--- config.mk ---
export PLATFORM = sky130hd
export DESIGN_NAME = pid_mass_spring_sim_step_flat
export DESIGN_NICKNAME = d
export VERILOG_FILES = /design/src/hdl/pms_pkg.sv /design/src/hdl/pms_if.sv /design/src/hdl/pms_regs.sv /design/src/hdl/pms_ctrl.sv /design/src/hdl/pms_dp.sv /design/src/hdl/pid_mass_spring_sim_step.sv /design/src/flat_wrapper.sv
export SDC_FILE = /design/constraint.sdc
export NUM_CORES = 2
export LEC_CHECK = 0
export BUFFER_PORTS_ARGS = -buffer_cell sky130_fd_sc_hd__clkbuf_2
export CORE_AREA = 2 2 325 456
export DETAILED_ROUTE_END_ITERATION = 8
export DIE_AREA = 0 0 327 458
export GPL_TIMING_DRIVEN = 1
export SLEW_MARGIN = 20
export SYNTH_ARGS = -nofsm -noshare
export SYNTH_HDL_FRONTEND = slang
export SYNTH_SLANG_ARGS = --single-unit
export TNS_END_PERCENT = 30
--- constraint.sdc ---
create_clock -name clk_i -period 19.8 [get_ports clk_i]
set_input_delay 3.96 -clock clk_i [delete_from_list [all_inputs] [get_ports clk_i]]
set_output_delay 3.96 -clock clk_i [all_outputs]
set_load 0.05 [all_outputs]
--- src/hdl/pms_pkg.sv ---
// Package for the PID mass-spring step block: word format, register map,
// datapath command encoding and controller states. No dependencies.
package pms_pkg;

  // Q16.16 signed word
  localparam int WordW  = 32;
  localparam int FracW  = 16;
  // gain register widths
  localparam int GainW  = 31;
  localparam int RatioW = 17;
  // full product of a word magnitude and a gain
  localparam int ProdW  = WordW + GainW;
  localparam int QuotW  = ProdW - FracW;

  // configuration port
  localparam int NumRegs = 8;
  localparam int AddrW   = 5;
  localparam int DataW   = 32;
  localparam int IdxW    = $clog2(NumRegs);

  // register reset values
  localparam logic [GainW-1:0]  KpRst    = GainW'(2621440);
  localparam logic [GainW-1:0]  KiDtRst  = GainW'(6554);
  localparam logic [GainW-1:0]  KdRst    = GainW'(1310720);
  localparam logic [RatioW-1:0] AlphaRst = RatioW'(6554);
  localparam logic [GainW-1:0]  ForceRst = GainW'(131);
  localparam logic [GainW-1:0]  SpringRst = GainW'(1311);
  localparam logic [GainW-1:0]  DampRst  = GainW'(262);
  localparam logic [RatioW-1:0] StepRst  = RatioW'(655);

  // register indexes; also used to pick the multiplier gain
  typedef enum logic [IdxW-1:0] {
    REG_KP,
    REG_KI_DT,
    REG_KD,
    REG_ALPHA,
    REG_FORCE,
    REG_SPRING,
    REG_DAMP,
    REG_STEP
  } reg_e;

  typedef struct packed {
    logic [GainW-1:0]  kp;
    logic [GainW-1:0]  ki_dt;
    logic [GainW-1:0]  kd;
    logic [RatioW-1:0] alpha;
    logic [GainW-1:0]  force_rate;
    logic [GainW-1:0]  spring_rate;
    logic [GainW-1:0]  damping_rate;
    logic [RatioW-1:0] time_step;
  } gains_t;

  // datapath operand sources
  typedef enum logic [3:0] {
    OPD_TARGET,
    OPD_ERR,
    OPD_SUM,
    OPD_DRIVE,
    OPD_PULL,
    OPD_FORCE,
    OPD_ACC,
    OPD_VEL,
    OPD_DISP,
    OPD_MQ,
    OPD_MQ_PREV
  } opd_e;

  // adder destinations
  typedef enum logic [3:0] {
    DST_NONE,
    DST_ERR,
    DST_SUM,
    DST_DRIVE,
    DST_PULL,
    DST_FORCE,
    DST_ACC,
    DST_VEL,
    DST_DISP
  } dst_e;

  typedef struct packed {
    logic start;     // first step of an item: restart the clip flag
    dst_e alu_dst;
    opd_e alu_a;
    opd_e alu_b;
    logic alu_sub;
    logic mul_go;
    opd_e mul_a;
    reg_e mul_gain;
    logic out_load;
  } dp_cmd_t;

  typedef enum logic [4:0] {
    ST_IDLE,
    ST_SUM,
    ST_MUL_KI,
    ST_MUL_KD,
    ST_DRIVE,
    ST_DRIVE_KD,
    ST_PULL,
    ST_MUL_ALPHA,
    ST_WAIT_FORCE,
    ST_FORCE,
    ST_MUL_FR,
    ST_MUL_SR,
    ST_MUL_DR,
    ST_ACC,
    ST_ACC_DR,
    ST_VEL,
    ST_MUL_DT,
    ST_WAIT_DISP,
    ST_DISP,
    ST_DONE
  } st_e;

endpackage

--- src/hdl/pms_if.sv ---
// Stream interfaces for the input and result beats of the step block.
// Depends on pms_pkg for the word width.
interface pms_in_if;
  import pms_pkg::*;
  logic                    valid;
  logic                    ready;
  logic signed [WordW-1:0] target_offset;

  modport source (output valid, output target_offset, input ready);
  modport sink   (input valid, input target_offset, output ready);
endinterface

interface pms_out_if;
  import pms_pkg::*;
  logic                    valid;
  logic                    ready;
  logic signed [WordW-1:0] drive_value;
  logic signed [WordW-1:0] displacement_out;
  logic                    saturated;

  modport source (output valid, output drive_value, output displacement_out,
                  output saturated, input ready);
  modport sink   (input valid, input drive_value, input displacement_out,
                  input saturated, output ready);
endinterface

--- src/hdl/pms_regs.sv ---
// Configuration register bank behind the APB-style port.
// Depends on pms_pkg for the register map and reset values.
module pms_regs (
  input  logic                     clk_i,
  input  logic                     rst_ni,
  input  logic                     psel,
  input  logic                     penable,
  input  logic                     pwrite,
  input  logic [pms_pkg::AddrW-1:0] paddr,
  input  logic [pms_pkg::DataW-1:0] pwdata,
  output logic [pms_pkg::DataW-1:0] prdata,
  output logic                     pready,
  output pms_pkg::gains_t          gains_o
);
  import pms_pkg::*;

  gains_t gains_q;
  reg_e   idx;
  logic   wr_en;

  assign idx    = reg_e'(paddr[IdxW+1:2]);
  assign wr_en  = psel && penable && pwrite;
  assign pready = 1'b1;
  assign gains_o = gains_q;

  // write on the access phase
  always_ff @(posedge clk_i or negedge rst_ni) begin
    if (!rst_ni) begin
      gains_q.kp           <= KpRst;
      gains_q.ki_dt        <= KiDtRst;
      gains_q.kd           <= KdRst;
      gains_q.alpha        <= AlphaRst;
      gains_q.force_rate   <= ForceRst;
      gains_q.spring_rate  <= SpringRst;
      gains_q.damping_rate <= DampRst;
      gains_q.time_step    <= StepRst;
    end else if (wr_en) begin
      unique case (idx)
        REG_KP:     gains_q.kp           <= pwdata[GainW-1:0];
        REG_KI_DT:  gains_q.ki_dt        <= pwdata[GainW-1:0];
        REG_KD:     gains_q.kd           <= pwdata[GainW-1:0];
        REG_ALPHA:  gains_q.alpha        <= pwdata[RatioW-1:0];
        REG_FORCE:  gains_q.force_rate   <= pwdata[GainW-1:0];
        REG_SPRING: gains_q.spring_rate  <= pwdata[GainW-1:0];
        REG_DAMP:   gains_q.damping_rate <= pwdata[GainW-1:0];
        REG_STEP:   gains_q.time_step    <= pwdata[RatioW-1:0];
        default:    ;
      endcase
    end
  end

  // read back, zero extended
  always_comb begin
    unique case (idx)
      REG_KP:     prdata = DataW'(gains_q.kp);
      REG_KI_DT:  prdata = DataW'(gains_q.ki_dt);
      REG_KD:     prdata = DataW'(gains_q.kd);
      REG_ALPHA:  prdata = DataW'(gains_q.alpha);
      REG_FORCE:  prdata = DataW'(gains_q.force_rate);
      REG_SPRING: prdata = DataW'(gains_q.spring_rate);
      REG_DAMP:   prdata = DataW'(gains_q.damping_rate);
      REG_STEP:   prdata = DataW'(gains_q.time_step);
      default:    prdata = '0;
    endcase
  end

endmodule

--- src/hdl/pms_ctrl.sv ---
// Sequencer for one Euler step: walks the schedule of adder and multiplier
// commands and runs the input and result handshakes. Depends on pms_pkg.
module pms_ctrl (
  input  logic             clk_i,
  input  logic             rst_ni,
  input  logic             in_valid_i,
  output logic             in_ready_o,
  output logic             out_valid_o,
  input  logic             out_ready_i,
  output pms_pkg::dp_cmd_t cmd_o
);
  import pms_pkg::*;

  st_e  state_q, state_d;
  logic out_valid_q, out_valid_d;

  // state and result slot
  always_ff @(posedge clk_i or negedge rst_ni) begin
    if (!rst_ni) begin
      state_q     <= ST_IDLE;
      out_valid_q <= 1'b0;
    end else begin
      state_q     <= state_d;
      out_valid_q <= out_valid_d;
    end
  end

  assign out_valid_o = out_valid_q;
  assign in_ready_o  = (state_q == ST_IDLE);

  // next state and commands
  always_comb begin
    state_d      = state_q;
    cmd_o        = '0;
    cmd_o.alu_dst = DST_NONE;
    cmd_o.alu_a   = OPD_ERR;
    cmd_o.alu_b   = OPD_ERR;
    cmd_o.mul_a   = OPD_ERR;
    cmd_o.mul_gain = REG_KP;
    out_valid_d  = out_valid_q && !out_ready_i;

    unique case (state_q)
      ST_IDLE: begin
        // error = target - displacement on the accepting edge
        if (in_valid_i) begin
          cmd_o.start   = 1'b1;
          cmd_o.alu_dst = DST_ERR;
          cmd_o.alu_a   = OPD_TARGET;
          cmd_o.alu_b   = OPD_DISP;
          cmd_o.alu_sub = 1'b1;
          state_d       = ST_SUM;
        end
      end
      ST_SUM: begin
        cmd_o.alu_dst  = DST_SUM;
        cmd_o.alu_a    = OPD_SUM;
        cmd_o.alu_b    = OPD_ERR;
        cmd_o.mul_go   = 1'b1;
        cmd_o.mul_a    = OPD_ERR;
        cmd_o.mul_gain = REG_KP;
        state_d        = ST_MUL_KI;
      end
      ST_MUL_KI: begin
        cmd_o.mul_go   = 1'b1;
        cmd_o.mul_a    = OPD_SUM;
        cmd_o.mul_gain = REG_KI_DT;
        state_d        = ST_MUL_KD;
      end
      ST_MUL_KD: begin
        cmd_o.mul_go   = 1'b1;
        cmd_o.mul_a    = OPD_VEL;
        cmd_o.mul_gain = REG_KD;
        state_d        = ST_DRIVE;
      end
      ST_DRIVE: begin
        // proportional plus integral terms
        cmd_o.alu_dst = DST_DRIVE;
        cmd_o.alu_a   = OPD_MQ_PREV;
        cmd_o.alu_b   = OPD_MQ;
        state_d       = ST_DRIVE_KD;
      end
      ST_DRIVE_KD: begin
        cmd_o.alu_dst = DST_DRIVE;
        cmd_o.alu_a   = OPD_DRIVE;
        cmd_o.alu_b   = OPD_MQ;
        cmd_o.alu_sub = 1'b1;
        state_d       = ST_PULL;
      end
      ST_PULL: begin
        cmd_o.alu_dst = DST_PULL;
        cmd_o.alu_a   = OPD_DRIVE;
        cmd_o.alu_b   = OPD_FORCE;
        cmd_o.alu_sub = 1'b1;
        state_d       = ST_MUL_ALPHA;
      end
      ST_MUL_ALPHA: begin
        cmd_o.mul_go   = 1'b1;
        cmd_o.mul_a    = OPD_PULL;
        cmd_o.mul_gain = REG_ALPHA;
        state_d        = ST_WAIT_FORCE;
      end
      ST_WAIT_FORCE: state_d = ST_FORCE;
      ST_FORCE: begin
        cmd_o.alu_dst = DST_FORCE;
        cmd_o.alu_a   = OPD_FORCE;
        cmd_o.alu_b   = OPD_MQ;
        state_d       = ST_MUL_FR;
      end
      ST_MUL_FR: begin
        cmd_o.mul_go   = 1'b1;
        cmd_o.mul_a    = OPD_FORCE;
        cmd_o.mul_gain = REG_FORCE;
        state_d        = ST_MUL_SR;
      end
      ST_MUL_SR: begin
        cmd_o.mul_go   = 1'b1;
        cmd_o.mul_a    = OPD_DISP;
        cmd_o.mul_gain = REG_SPRING;
        state_d        = ST_MUL_DR;
      end
      ST_MUL_DR: begin
        cmd_o.mul_go   = 1'b1;
        cmd_o.mul_a    = OPD_VEL;
        cmd_o.mul_gain = REG_DAMP;
        state_d        = ST_ACC;
      end
      ST_ACC: begin
        // actuator term minus spring term
        cmd_o.alu_dst = DST_ACC;
        cmd_o.alu_a   = OPD_MQ_PREV;
        cmd_o.alu_b   = OPD_MQ;
        cmd_o.alu_sub = 1'b1;
        state_d       = ST_ACC_DR;
      end
      ST_ACC_DR: begin
        cmd_o.alu_dst = DST_ACC;
        cmd_o.alu_a   = OPD_ACC;
        cmd_o.alu_b   = OPD_MQ;
        cmd_o.alu_sub = 1'b1;
        state_d       = ST_VEL;
      end
      ST_VEL: begin
        cmd_o.alu_dst = DST_VEL;
        cmd_o.alu_a   = OPD_VEL;
        cmd_o.alu_b   = OPD_ACC;
        state_d       = ST_MUL_DT;
      end
      ST_MUL_DT: begin
        cmd_o.mul_go   = 1'b1;
        cmd_o.mul_a    = OPD_VEL;
        cmd_o.mul_gain = REG_STEP;
        state_d        = ST_WAIT_DISP;
      end
      ST_WAIT_DISP: state_d = ST_DISP;
      ST_DISP: begin
        cmd_o.alu_dst = DST_DISP;
        cmd_o.alu_a   = OPD_DISP;
        cmd_o.alu_b   = OPD_MQ;
        state_d       = ST_DONE;
      end
      ST_DONE: begin
        // hold until the result slot is free or being emptied
        if (!out_valid_q || out_ready_i) begin
          cmd_o.out_load = 1'b1;
          out_valid_d    = 1'b1;
          state_d        = ST_IDLE;
        end
      end
      default: state_d = ST_IDLE;
    endcase
  end

endmodule

--- src/hdl/pms_dp.sv ---
// Datapath of the step block: state registers, one saturating adder, one
// shared two-stage Q16.16 multiplier and the result registers. Uses pms_pkg.
module pms_dp (
  input  logic                           clk_i,
  input  logic                           rst_ni,
  input  pms_pkg::dp_cmd_t               cmd_i,
  input  pms_pkg::gains_t                gains_i,
  input  logic signed [pms_pkg::WordW-1:0] target_offset_i,
  output logic signed [pms_pkg::WordW-1:0] drive_value_o,
  output logic signed [pms_pkg::WordW-1:0] displacement_out_o,
  output logic                           saturated_o
);
  import pms_pkg::*;

  typedef struct packed {
    logic signed [WordW-1:0] target;
    logic signed [WordW-1:0] err;
    logic signed [WordW-1:0] sum;
    logic signed [WordW-1:0] drive;
    logic signed [WordW-1:0] pull;
    logic signed [WordW-1:0] frc;
    logic signed [WordW-1:0] acc;
    logic signed [WordW-1:0] vel;
    logic signed [WordW-1:0] disp;
    logic signed [WordW-1:0] mq;
    logic signed [WordW-1:0] mq_prev;
  } opd_set_t;

  localparam logic signed [WordW-1:0] WordMax = {1'b0, {(WordW-1){1'b1}}};
  localparam logic signed [WordW-1:0] WordMin = {1'b1, {(WordW-1){1'b0}}};

  function automatic logic signed [WordW-1:0] pick(opd_e sel, opd_set_t o);
    logic signed [WordW-1:0] v;
    unique case (sel)
      OPD_TARGET:  v = o.target;
      OPD_ERR:     v = o.err;
      OPD_SUM:     v = o.sum;
      OPD_DRIVE:   v = o.drive;
      OPD_PULL:    v = o.pull;
      OPD_FORCE:   v = o.frc;
      OPD_ACC:     v = o.acc;
      OPD_VEL:     v = o.vel;
      OPD_DISP:    v = o.disp;
      OPD_MQ:      v = o.mq;
      OPD_MQ_PREV: v = o.mq_prev;
      default:     v = '0;
    endcase
    return v;
  endfunction

  // machine state
  logic signed [WordW-1:0] sum_q, frc_q, vel_q, disp_q;
  // intermediate values of one step
  logic signed [WordW-1:0] err_q, drive_q, pull_q, acc_q;
  logic                    flag_q;

  // multiplier pipeline
  logic [ProdW-1:0]        prod_q;
  logic                    neg_q, mvld_q;
  logic signed [WordW-1:0] mq_q, mq_prev_q;

  opd_set_t                opd;
  logic signed [WordW-1:0] alu_a, alu_b, alu_res, mul_a;
  logic signed [WordW:0]   alu_wide;
  logic                    alu_act, alu_clip;
  logic [GainW-1:0]        gain;
  logic                    mul_neg;
  logic [WordW-1:0]        mag;
  logic [QuotW-1:0]        quot;
  logic [WordW-1:0]        limit, mres;
  logic                    mclip;

  assign opd = '{target:  target_offset_i, err: err_q, sum: sum_q, drive: drive_q,
                 pull: pull_q, frc: frc_q, acc: acc_q, vel: vel_q, disp: disp_q,
                 mq: mq_q, mq_prev: mq_prev_q};

  // saturating add or subtract
  assign alu_a    = pick(cmd_i.alu_a, opd);
  assign alu_b    = pick(cmd_i.alu_b, opd);
  assign alu_wide = cmd_i.alu_sub ? ({alu_a[WordW-1], alu_a} - {alu_b[WordW-1], alu_b})
                                  : ({alu_a[WordW-1], alu_a} + {alu_b[WordW-1], alu_b});
  assign alu_clip = alu_wide[WordW] != alu_wide[WordW-1];
  assign alu_res  = alu_clip ? (alu_wide[WordW] ? WordMin : WordMax)
                             : alu_wide[WordW-1:0];
  assign alu_act  = (cmd_i.alu_dst != DST_NONE);

  // multiplier first stage: magnitude times gain
  assign mul_a   = pick(cmd_i.mul_a, opd);
  assign mul_neg = mul_a[WordW-1];
  assign mag     = mul_neg ? WordW'(0 - $unsigned(mul_a)) : $unsigned(mul_a);

  always_comb begin
    unique case (cmd_i.mul_gain)
      REG_KP:     gain = gains_i.kp;
      REG_KI_DT:  gain = gains_i.ki_dt;
      REG_KD:     gain = gains_i.kd;
      REG_ALPHA:  gain = GainW'(gains_i.alpha);
      REG_FORCE:  gain = gains_i.force_rate;
      REG_SPRING: gain = gains_i.spring_rate;
      REG_DAMP:   gain = gains_i.damping_rate;
      REG_STEP:   gain = GainW'(gains_i.time_step);
      default:    gain = '0;
    endcase
  end

  // multiplier second stage: drop fraction, clip magnitude, restore sign
  assign quot  = prod_q[ProdW-1:FracW];
  assign limit = {1'b0, {(WordW-1){1'b1}}} + WordW'(neg_q);
  assign mclip = quot > QuotW'(limit);
  assign mres  = mclip ? limit : quot[WordW-1:0];

  // payload pipeline, no reset needed
  always_ff @(posedge clk_i) begin
    prod_q    <= ProdW'(mag) * ProdW'(gain);
    neg_q     <= mul_neg;
    mq_q      <= neg_q ? $signed(WordW'(0 - mres)) : $signed(mres);
    mq_prev_q <= mq_q;
    if (alu_act) begin
      unique case (cmd_i.alu_dst)
        DST_ERR:   err_q   <= alu_res;
        DST_DRIVE: drive_q <= alu_res;
        DST_PULL:  pull_q  <= alu_res;
        DST_ACC:   acc_q   <= alu_res;
        default:   ;
      endcase
    end
    if (cmd_i.out_load) begin
      drive_value_o      <= drive_q;
      displacement_out_o <= disp_q;
      saturated_o        <= flag_q;
    end
  end

  // plant and controller state, clip flag
  always_ff @(posedge clk_i or negedge rst_ni) begin
    if (!rst_ni) begin
      sum_q  <= '0;
      frc_q  <= '0;
      vel_q  <= '0;
      disp_q <= '0;
      mvld_q <= 1'b0;
      flag_q <= 1'b0;
    end else begin
      mvld_q <= cmd_i.mul_go;
      if (cmd_i.start) begin
        flag_q <= alu_clip;
      end else begin
        flag_q <= flag_q | (alu_act & alu_clip) | (mvld_q & mclip);
      end
      unique case (cmd_i.alu_dst)
        DST_SUM:   sum_q  <= alu_res;
        DST_FORCE: frc_q  <= alu_res;
        DST_VEL:   vel_q  <= alu_res;
        DST_DISP:  disp_q <= alu_res;
        default:   ;
      endcase
    end
  end

endmodule

--- src/hdl/pid_mass_spring_sim_step.sv ---
// PID control of a mass-spring-damper, one Euler step per input beat.
// Depends on pms_pkg, pms_if, pms_regs, pms_ctrl and pms_dp.
//
// Use: each input beat on in_i carries a Q16.16 setpoint offset. The block
// runs one closed-loop step (error sum, PID drive, first-order actuator,
// velocity and displacement update) and returns one result beat on out_o
// with the drive, the new displacement and a flag set when any value
// clipped during the step.
// Schedule: an item steps through the sequencer states from the accepting
// edge until the result is registered on out_o; the next beat is accepted
// only once the sequencer is back in idle, so items never overlap. The
// schedule is set by the eight products through one shared two-stage
// multiplier and the chain of dependent saturating adds on the single adder.
// Stalls: a finished result waits in the output register while the next
// item is taken and worked on; that item holds in its last step until the
// register is taken.
// Reset: clears displacement, velocity, actuator force and error sum to
// zero and loads the register defaults. Gains are to be written through the
// APB-style port only while the block is idle; the block does not enforce it.
module pid_mass_spring_sim_step (
  input  logic                      clk_i,
  input  logic                      rst_ni,
  pms_in_if.sink                    in_i,
  pms_out_if.source                 out_o,
  input  logic                      psel,
  input  logic                      penable,
  input  logic                      pwrite,
  input  logic [pms_pkg::AddrW-1:0] paddr,
  input  logic [pms_pkg::DataW-1:0] pwdata,
  output logic [pms_pkg::DataW-1:0] prdata,
  output logic                      pready
);
  import pms_pkg::*;

  gains_t  gains;
  dp_cmd_t cmd;

  // configuration registers
  pms_regs u_regs (
    .clk_i   (clk_i),
    .rst_ni  (rst_ni),
    .psel    (psel),
    .penable (penable),
    .pwrite  (pwrite),
    .paddr   (paddr),
    .pwdata  (pwdata),
    .prdata  (prdata),
    .pready  (pready),
    .gains_o (gains)
  );

  // step sequencer
  pms_ctrl u_ctrl (
    .clk_i       (clk_i),
    .rst_ni      (rst_ni),
    .in_valid_i  (in_i.valid),
    .in_ready_o  (in_i.ready),
    .out_valid_o (out_o.valid),
    .out_ready_i (out_o.ready),
    .cmd_o       (cmd)
  );

  // arithmetic and state
  pms_dp u_dp (
    .clk_i              (clk_i),
    .rst_ni             (rst_ni),
    .cmd_i              (cmd),
    .gains_i            (gains),
    .target_offset_i    (in_i.target_offset),
    .drive_value_o      (out_o.drive_value),
    .displacement_out_o (out_o.displacement_out),
    .saturated_o        (out_o.saturated)
  );

  // a taken beat leaves the block busy on the next cycle
  a_busy_after_accept: assert property (@(posedge clk_i) disable iff (!rst_ni)
    in_i.valid && in_i.ready |=> !in_i.ready)
    else $error("input taken while a step is under way");

  // never overwrite a result that has not been taken
  a_no_overwrite: assert property (@(posedge clk_i) disable iff (!rst_ni)
    cmd.out_load |-> (!out_o.valid || out_o.ready))
    else $error("result register overwritten");

  // a loaded result is offered on the next cycle
  a_load_shows: assert property (@(posedge clk_i) disable iff (!rst_ni)
    cmd.out_load |=> out_o.valid)
    else $error("loaded result not offered");

  // an item start never shares its command with a multiplier start or a result load
  a_start_alone: assert property (@(posedge clk_i) disable iff (!rst_ni)
    cmd.start |-> !cmd.mul_go && !cmd.out_load)
    else $error("item start overlaps other work");

endmodule
--- src/flat_wrapper.sv ---
// flat-port wrapper written by rule: the top's interface ports become plain ports
module pid_mass_spring_sim_step_flat import pms_pkg::*;
  (clk_i, rst_ni, psel, penable, pwrite, paddr, pwdata, prdata, pready, in_i_valid, in_i_target_offset, in_i_ready, out_o_valid, out_o_drive_value, out_o_displacement_out, out_o_saturated, out_o_ready);
  pms_in_if in_i_i ();
  pms_out_if out_o_i ();
  input  logic clk_i;
  input  logic rst_ni;
  input  logic psel;
  input  logic penable;
  input  logic pwrite;
  input  logic [pms_pkg::AddrW-1:0] paddr;
  input  logic [pms_pkg::DataW-1:0] pwdata;
  output logic [pms_pkg::DataW-1:0] prdata;
  output logic pready;
  input wire logic [$bits(in_i_i.valid)-1:0] in_i_valid;
  input wire logic [$bits(in_i_i.target_offset)-1:0] in_i_target_offset;
  output wire logic [$bits(in_i_i.ready)-1:0] in_i_ready;
  output wire logic [$bits(out_o_i.valid)-1:0] out_o_valid;
  output wire logic [$bits(out_o_i.drive_value)-1:0] out_o_drive_value;
  output wire logic [$bits(out_o_i.displacement_out)-1:0] out_o_displacement_out;
  output wire logic [$bits(out_o_i.saturated)-1:0] out_o_saturated;
  input wire logic [$bits(out_o_i.ready)-1:0] out_o_ready;
  assign in_i_i.valid = in_i_valid;
  assign in_i_i.target_offset = in_i_target_offset;
  assign in_i_ready = in_i_i.ready;
  assign out_o_valid = out_o_i.valid;
  assign out_o_drive_value = out_o_i.drive_value;
  assign out_o_displacement_out = out_o_i.displacement_out;
  assign out_o_saturated = out_o_i.saturated;
  assign out_o_i.ready = out_o_ready;
  pid_mass_spring_sim_step u_core (.clk_i(clk_i), .rst_ni(rst_ni), .in_i(in_i_i), .out_o(out_o_i), .psel(psel), .penable(penable), .pwrite(pwrite), .paddr(paddr), .pwdata(pwdata), .prdata(prdata), .pready(pready));
endmodule
# ---- Yosys cells after proc, flatten, opt, wreduce, memory -nomap -nowiden
# Cells that the tools add are included.
dict set report totals {
  register_bits 677
  latch_bits 0
  ram_bits 0
  rom_bits 0
  input_bits 76
  out_inout_bits 100
  elab_cells 163
  memories 0
}
dict set report classes {
  addsub 5
  multipliers 1
  div_mod_pow 0
  magnitude_cmp 1
  eq_ne 74
  shift 0
  n_mux 24
  n_bitwise 4
  n_reduce_logical 27
}
# op n
set op_table {}
lappend op_table {{32-bit case mux with 11 select lines} 3}
lappend op_table {{32-bit case mux with 8 select lines} 1}
lappend op_table {{31-bit case mux with 8 select lines} 1}
lappend op_table {{32-bit two-way mux} 5}
lappend op_table {{12-bit case mux with 10 select lines} 1}
lappend op_table {{5-bit case mux with 20 select lines} 1}
lappend op_table {{4-bit by 3-bit equality test with 1-bit output (second input constant)} 16}
lappend op_table {{8-bit case mux with 8 select lines} 1}
lappend op_table {{1-bit by 32-bit subtractor with 32-bit output (first input constant)} 2}
lappend op_table {{32-bit by 31-bit multiplier with 63-bit output} 1}
lappend op_table {{47-bit by 32-bit > comparator with 1-bit output} 1}
lappend op_table {{4-bit equality test (second input constant)} 10}
lappend op_table {{5-bit by 4-bit equality test with 1-bit output (second input constant)} 8}
lappend op_table {{32-bit by 32-bit adder with 33-bit output} 1}
lappend op_table {{33-bit two-way mux} 1}
lappend op_table {{32-bit by 32-bit subtractor with 33-bit output} 1}
lappend op_table {{31-bit by 1-bit adder with 32-bit output (first input constant)} 1}
lappend op_table {{4-bit by 2-bit equality test with 1-bit output (second input constant)} 8}
lappend op_table {{2-bit AND reduction} 13}
lappend op_table {{3-bit equality test (second input constant)} 8}
lappend op_table {{5-bit by 3-bit equality test with 1-bit output (second input constant)} 4}
lappend op_table {{5-bit equality test (second input constant)} 4}
lappend op_table {{4-bit by 1-bit equality test with 1-bit output (second input constant)} 4}
lappend op_table {{14-bit two-way mux} 1}
lappend op_table {{19 further kinds} 39}

# ---- Depth between registers and ports, before layout
dict set report logic_depth {
  depth_word 11
  mapped_depth 51
  depth_no_buf 40
}

# ---- Modules after synthesis
# From an unflattened synthesis, not the netlist that was laid out.
dict set report hier_totals {
  hier_cells 7251
  area_unflattened_um2 69765.7
}
# module n_inst cells_each area_per_inst_um2 seq_area_each_um2
set by_module_without_submodules {}
lappend by_module_without_submodules {pms_dp 1 6409 58996.6 11290.8}
lappend by_module_without_submodules {pms_regs 1 740 10037.1 5551.6}
lappend by_module_without_submodules {pms_ctrl 1 102 732.0 150.1}

# ---- Worst setup path after synthesis
# OpenSTA, ideal clock, no wires.
dict set report synth_timing {
  kind {reg2reg}
  startpoint {register u_core.u_ctrl.state_q[3]}
  endpoint {register u_core.u_dp.prod_q[62]}
  setup_time_ps 72
  arrival_time_ps 10773
  required_ps 19728
  setup_slack_ps 8955
  path_stages_with_launch 45
  path_buffers 10
  synth_period_minus_slack_ps 10845
  path_cell_list {dfrtp_1 -> buf_2 -> nand3b_1 -> nor3_2 -> or3_1 -> buf_2 -> buf_6 -> buf_4 -> buf_2 -> a221o_1 -> clkbuf_1 -> inv_1 -> clkbuf_1 -> ha_1 -> nand4_1 -> nor4_2 -> and2_1 -> buf_4 -> (+9 left out) -> fa_1 -> inv_1 -> fa_1 -> fa_1 -> fa_1 -> inv_1 -> fa_1 -> inv_1 -> ha_1 -> clkbuf_1 -> nand4_1 -> or4_1 -> o221ai_1 -> a21oi_1 -> nand2_1 -> a21oi_1 -> o41ai_1 -> xnor2_1}
}
dict set report synth_between {
  elab_chain_len 7
  word_cells_on_any_way 33
  cone_classes {add/sub: 1; mul: 1; eq/ne: 25; mux: 4; reduce/logical: 2}
}
# item line
set synth_rtl {}
lappend synth_rtl {{from (decl)} pms_ctrl.sv:14} ;# st_e state_q, state_d;
lappend synth_rtl {{from (signal assigned)} pms_ctrl.sv:23} ;# state_q <= state_d;
lappend synth_rtl {{5-bit equality test, or another cell as far along} pms_ctrl.sv:42} ;# unique case (state_q)
lappend synth_rtl {{8-bit case mux with 8 select lines *} pms_ctrl.sv:42}
lappend synth_rtl {{4-bit equality test, or another cell as far along} pms_dp.sv:34} ;# unique case (sel)
lappend synth_rtl {{32-bit case mux with 11 select lines} pms_dp.sv:34}
lappend synth_rtl {{1-bit by 32-bit subtractor with 32-bit output} pms_dp.sv:90} ;# assign mag = mul_neg ? WordW'(0 - $unsigned(mul_a)) : $unsigned(mul_a);
lappend synth_rtl {{32-bit two-way mux} pms_dp.sv:90}
lappend synth_rtl {{32-bit by 31-bit multiplier with 63-bit output *} pms_dp.sv:114} ;# prod_q <= ProdW'(mag) * ProdW'(gain);
lappend synth_rtl {{to (signal assigned)} pms_dp.sv:114}
lappend synth_rtl {{to (decl)} pms_dp.sv:58} ;# logic [ProdW-1:0] prod_q;
# Every way passes the cells marked *; elsewhere a longest branch is shown, timed or not.
# A chain may end at the register's enable or synchronous reset.

# ---- Worst setup path in the final report
dict set report layout_timing {
  startpoint {register u_core.u_ctrl.state_q[2]}
  endpoint {register u_core.u_dp.prod_q[62]}
}
# The elaborated chain is that of the path after synthesis.

==> results_dict.tcl <==
set metrics [dict create \
    cpPeakStageDelay_ns 0.89 \
    hold_viol_final 0 \
    finalSetupViolations 0 \
    syn_avg_cell_area_um2 9.571 \
    wl_mm 244.2 \
    crit_type "register to register" \
    critPathLaunch "u_core.u_ctrl.state_q[2]$_DFFE_PN0P_" \
    synth-edff-count 193 \
    arrival_ns 14.68 \
    grt_max_degree 114 \
    crit_end "u_core.u_dp.prod_q[62]$_DFF_P_" \
    portBuffers 170 \
    mostFrequentLayoutCells "953 x inv_1, 866 x fa_1, 785 x nand2_1, 625 x nor2_1, 320 x ha_1" \
    cts_resized 0 \
    syn-cell-area_mm2 0.06530 \
    initial_core_util_pct 44.85 \
    cts_root_buf "clkbuf_16" \
    drive_above_1_share_pct 13.22 \
    max-slew-margin-rel_pct 15.66 \
    fp.dieW_um 327 \
    core-area_mm2 0.1456 \
    stdcell_count 8857 \
    synthTopCellsByArea "fa_1 27%, dfrtp_1 12%, edfxtp_1 8.9%, ha_1 6.1%, inv_1 5.5%" \
    area_delta_synth_final_pct 9.360 \
    postCtsHoldBufs 0 \
    min_period_over_period_pct 71.42 \
    gp_congestion 0.9693 \
    synth_cell_types 101 \
    grt_overflow_total 0 \
    cts_tree "built" \
    clock.fmax_mhz 70.71 \
    fin_tns_setup_ns 0 \
    slew_violations 0 \
    ant_nets 0 \
    synthCells 6823 \
    status "finished clean" \
    fin_crit_ns 14.14 \
    seq_area_frac_synth_pct 26.02 \
    largest_reg_flops 220 \
    cts_buffers 70 \
    remaining_drc_errors 0 \
    grt_pass1_vias 56380 \
    critPathRequiredTime_ns 20.34 \
    post_cts_buffers 0 \
    fp.dieH_um 458 \
    crit_slowest_cell "dfrtp_1" \
    synth_flop_cell "dfrtp_1" \
    final_common_cell "inv_1" \
    fin_worst_skew_ns 0.05917 \
    r2r_slack_ns 5.66 \
    first_pass_iters 7 \
    synth_top_area_share_pct 26.55 \
    async_flop_share_pct 53.86 \
    hold_class "register to register" \
    cts.sink_count 661 \
    vias_per_cell 6.100 \
    std_cell_rows 166 \
    h-tree-depth 3 \
    r2r_end "u_core.u_dp.prod_q[62]$_DFF_P_" \
    grt_pass1_wl_mm 362.1 \
    cp_common_cell "fa_1" \
    nets 8102 \
    place_inst 8699 \
    yosys.area.top_type "fa_1" \
    synthesis.nets 8085 \
    vias 54030 \
    rsz0062_at_grt "false" \
    worst_pin_slew_ns 1.257 \
    rr_startpoint "u_core.u_ctrl.state_q[2]$_DFFE_PN0P_" \
    first_iter_violations 5397 \
    ys_warn_count 0 \
    dp_hpwl_mm 175.3 \
    io_pins 176 \
    antenna_found_initial 15 \
    crit_path_end_kind "register" \
    clockBufferDepth 3 \
    reg2reg_depth 40 \
    start_kind "register" \
    dieArea_mm2 0.1498 \
    path_max_fanout 35 \
    track_usage_pct 32.92 \
    synth-seq-cells 661 \
    clk_latency_ns 0.73 \
    maxCapViolations 0 \
    detail_route.wl_per_cell_um 27.57 \
    cts.clk_slew.worst_paths_ns 0.07 \
]
==> worst min path at each step <==
stage	start	end	slack, ns	cells past startpoint
after floorplan	u_core.u_dp.mq_q[31]$_DFF_P_	u_core.u_dp.mq_prev_q[31]$_DFF_P_	0.32	0
after global placement	u_core.u_dp.mq_q[30]$_DFF_P_	u_core.u_dp.mq_prev_q[30]$_DFF_P_	0.36	0
after detailed placement	u_core.u_dp.mq_q[3]$_DFF_P_	u_core.u_dp.mq_prev_q[3]$_DFF_P_	0.36	0
after CTS	u_core.u_dp.mq_q[1]$_DFF_P_	u_core.u_dp.mq_prev_q[1]$_DFF_P_	0.37	0
after global routing	u_core.u_dp.mq_q[1]$_DFF_P_	u_core.u_dp.mq_prev_q[1]$_DFF_P_	0.37	0
final	u_core.u_dp.mq_q[1]$_DFF_P_	u_core.u_dp.mq_prev_q[1]$_DFF_P_	0.36	0
==> logic make-up (layout without fill, tap and decap cells) <==
group / count (synthesis) / count (layout) / share of synthesized area (%)
AOI/OAI and AO/OA: 1123 / 1123 / 11.97
muxes: 293 / 293 / 5.193
adders and majority gates: 1209 / 1209 / 33.07
xor gates and xnor gates: 164 / 164 / 2.246
DFF: 661 / 661 / 26.02
buffers and inverters: 1369 / 1444 / 8.069
other: 2 / 29 / 0.01150
and+or+nand+nor: 2002 / 2002 / 13.42
==> layout make-up <==
class                           count  area (um2)
Clock buffer                       97        1943
Inverter                          957        3593
Multi-Input combinational cell   4793       43720
Tap cell                         1932        2417
Fill cell                       13640       74180
Antenna cell                       27       67.56
Sequential cell                   661       16990
Clock inverter                     33       407.9
Timing Repair Buffer              357        2266
==> through the flow <==
step / hold WS, ns / worst slack [ns] / cell area, um2 / util, %
floorplan: 0.3249 / 8.955 / 65300 / -
CTS: 0.3711 / 5.835 / 71310 / 48.98
global placement: 0.3590 / 5.998 / 68960 / 47.36
finish: 0.3617 / 5.658 / 71410 / 49.05
detailed placement: 0.3644 / 5.899 / 68960 / 47.36
global route: 0.3695 / 5.136 / 71400 / 49.04
==> worst max-delay path: cells and delay by family, from the launching register on <==
kind                     cells  cell delay, ns
adder cells (fa/ha/maj)     10            5.24
AO/OA/AOI/OAI               11            3.21
buffers and inverters        9            2.28
AND/OR/NAND/NOR              8            1.88
flip-flops                   1            0.89
XOR/XNOR                     2            0.39
==> synth_stat cells, types with 146 or more instances <==
| library cell | n |
|---|---|
| inv_1 | 953 |
| fa_1 | 866 |
| nand2_1 | 789 |
| nor2_1 | 649 |
| clkbuf_1 | 324 |
| ha_1 | 320 |
| dfrtp_1 | 319 |
| mux2_2 | 236 |
| a21oi_1 | 231 |
| edfxtp_1 | 193 |
| nand3_1 | 160 |
| a22oi_1 | 149 |
| o21ai_0 | 146 |
==> routing by layer <==
metal	global-route usage [%]	share of wire, %	vias up
met5	0	0.0029	-
met4	28.44	10	2
met3	6.102	8.7	968
met2	53.89	47	3045
met1	36.92	34	27310
li1	-	-	22710
Power is left out: the tool's default activity adds up to more than one toggle a clock period on the data nets, which glitch-free logic cannot reach.
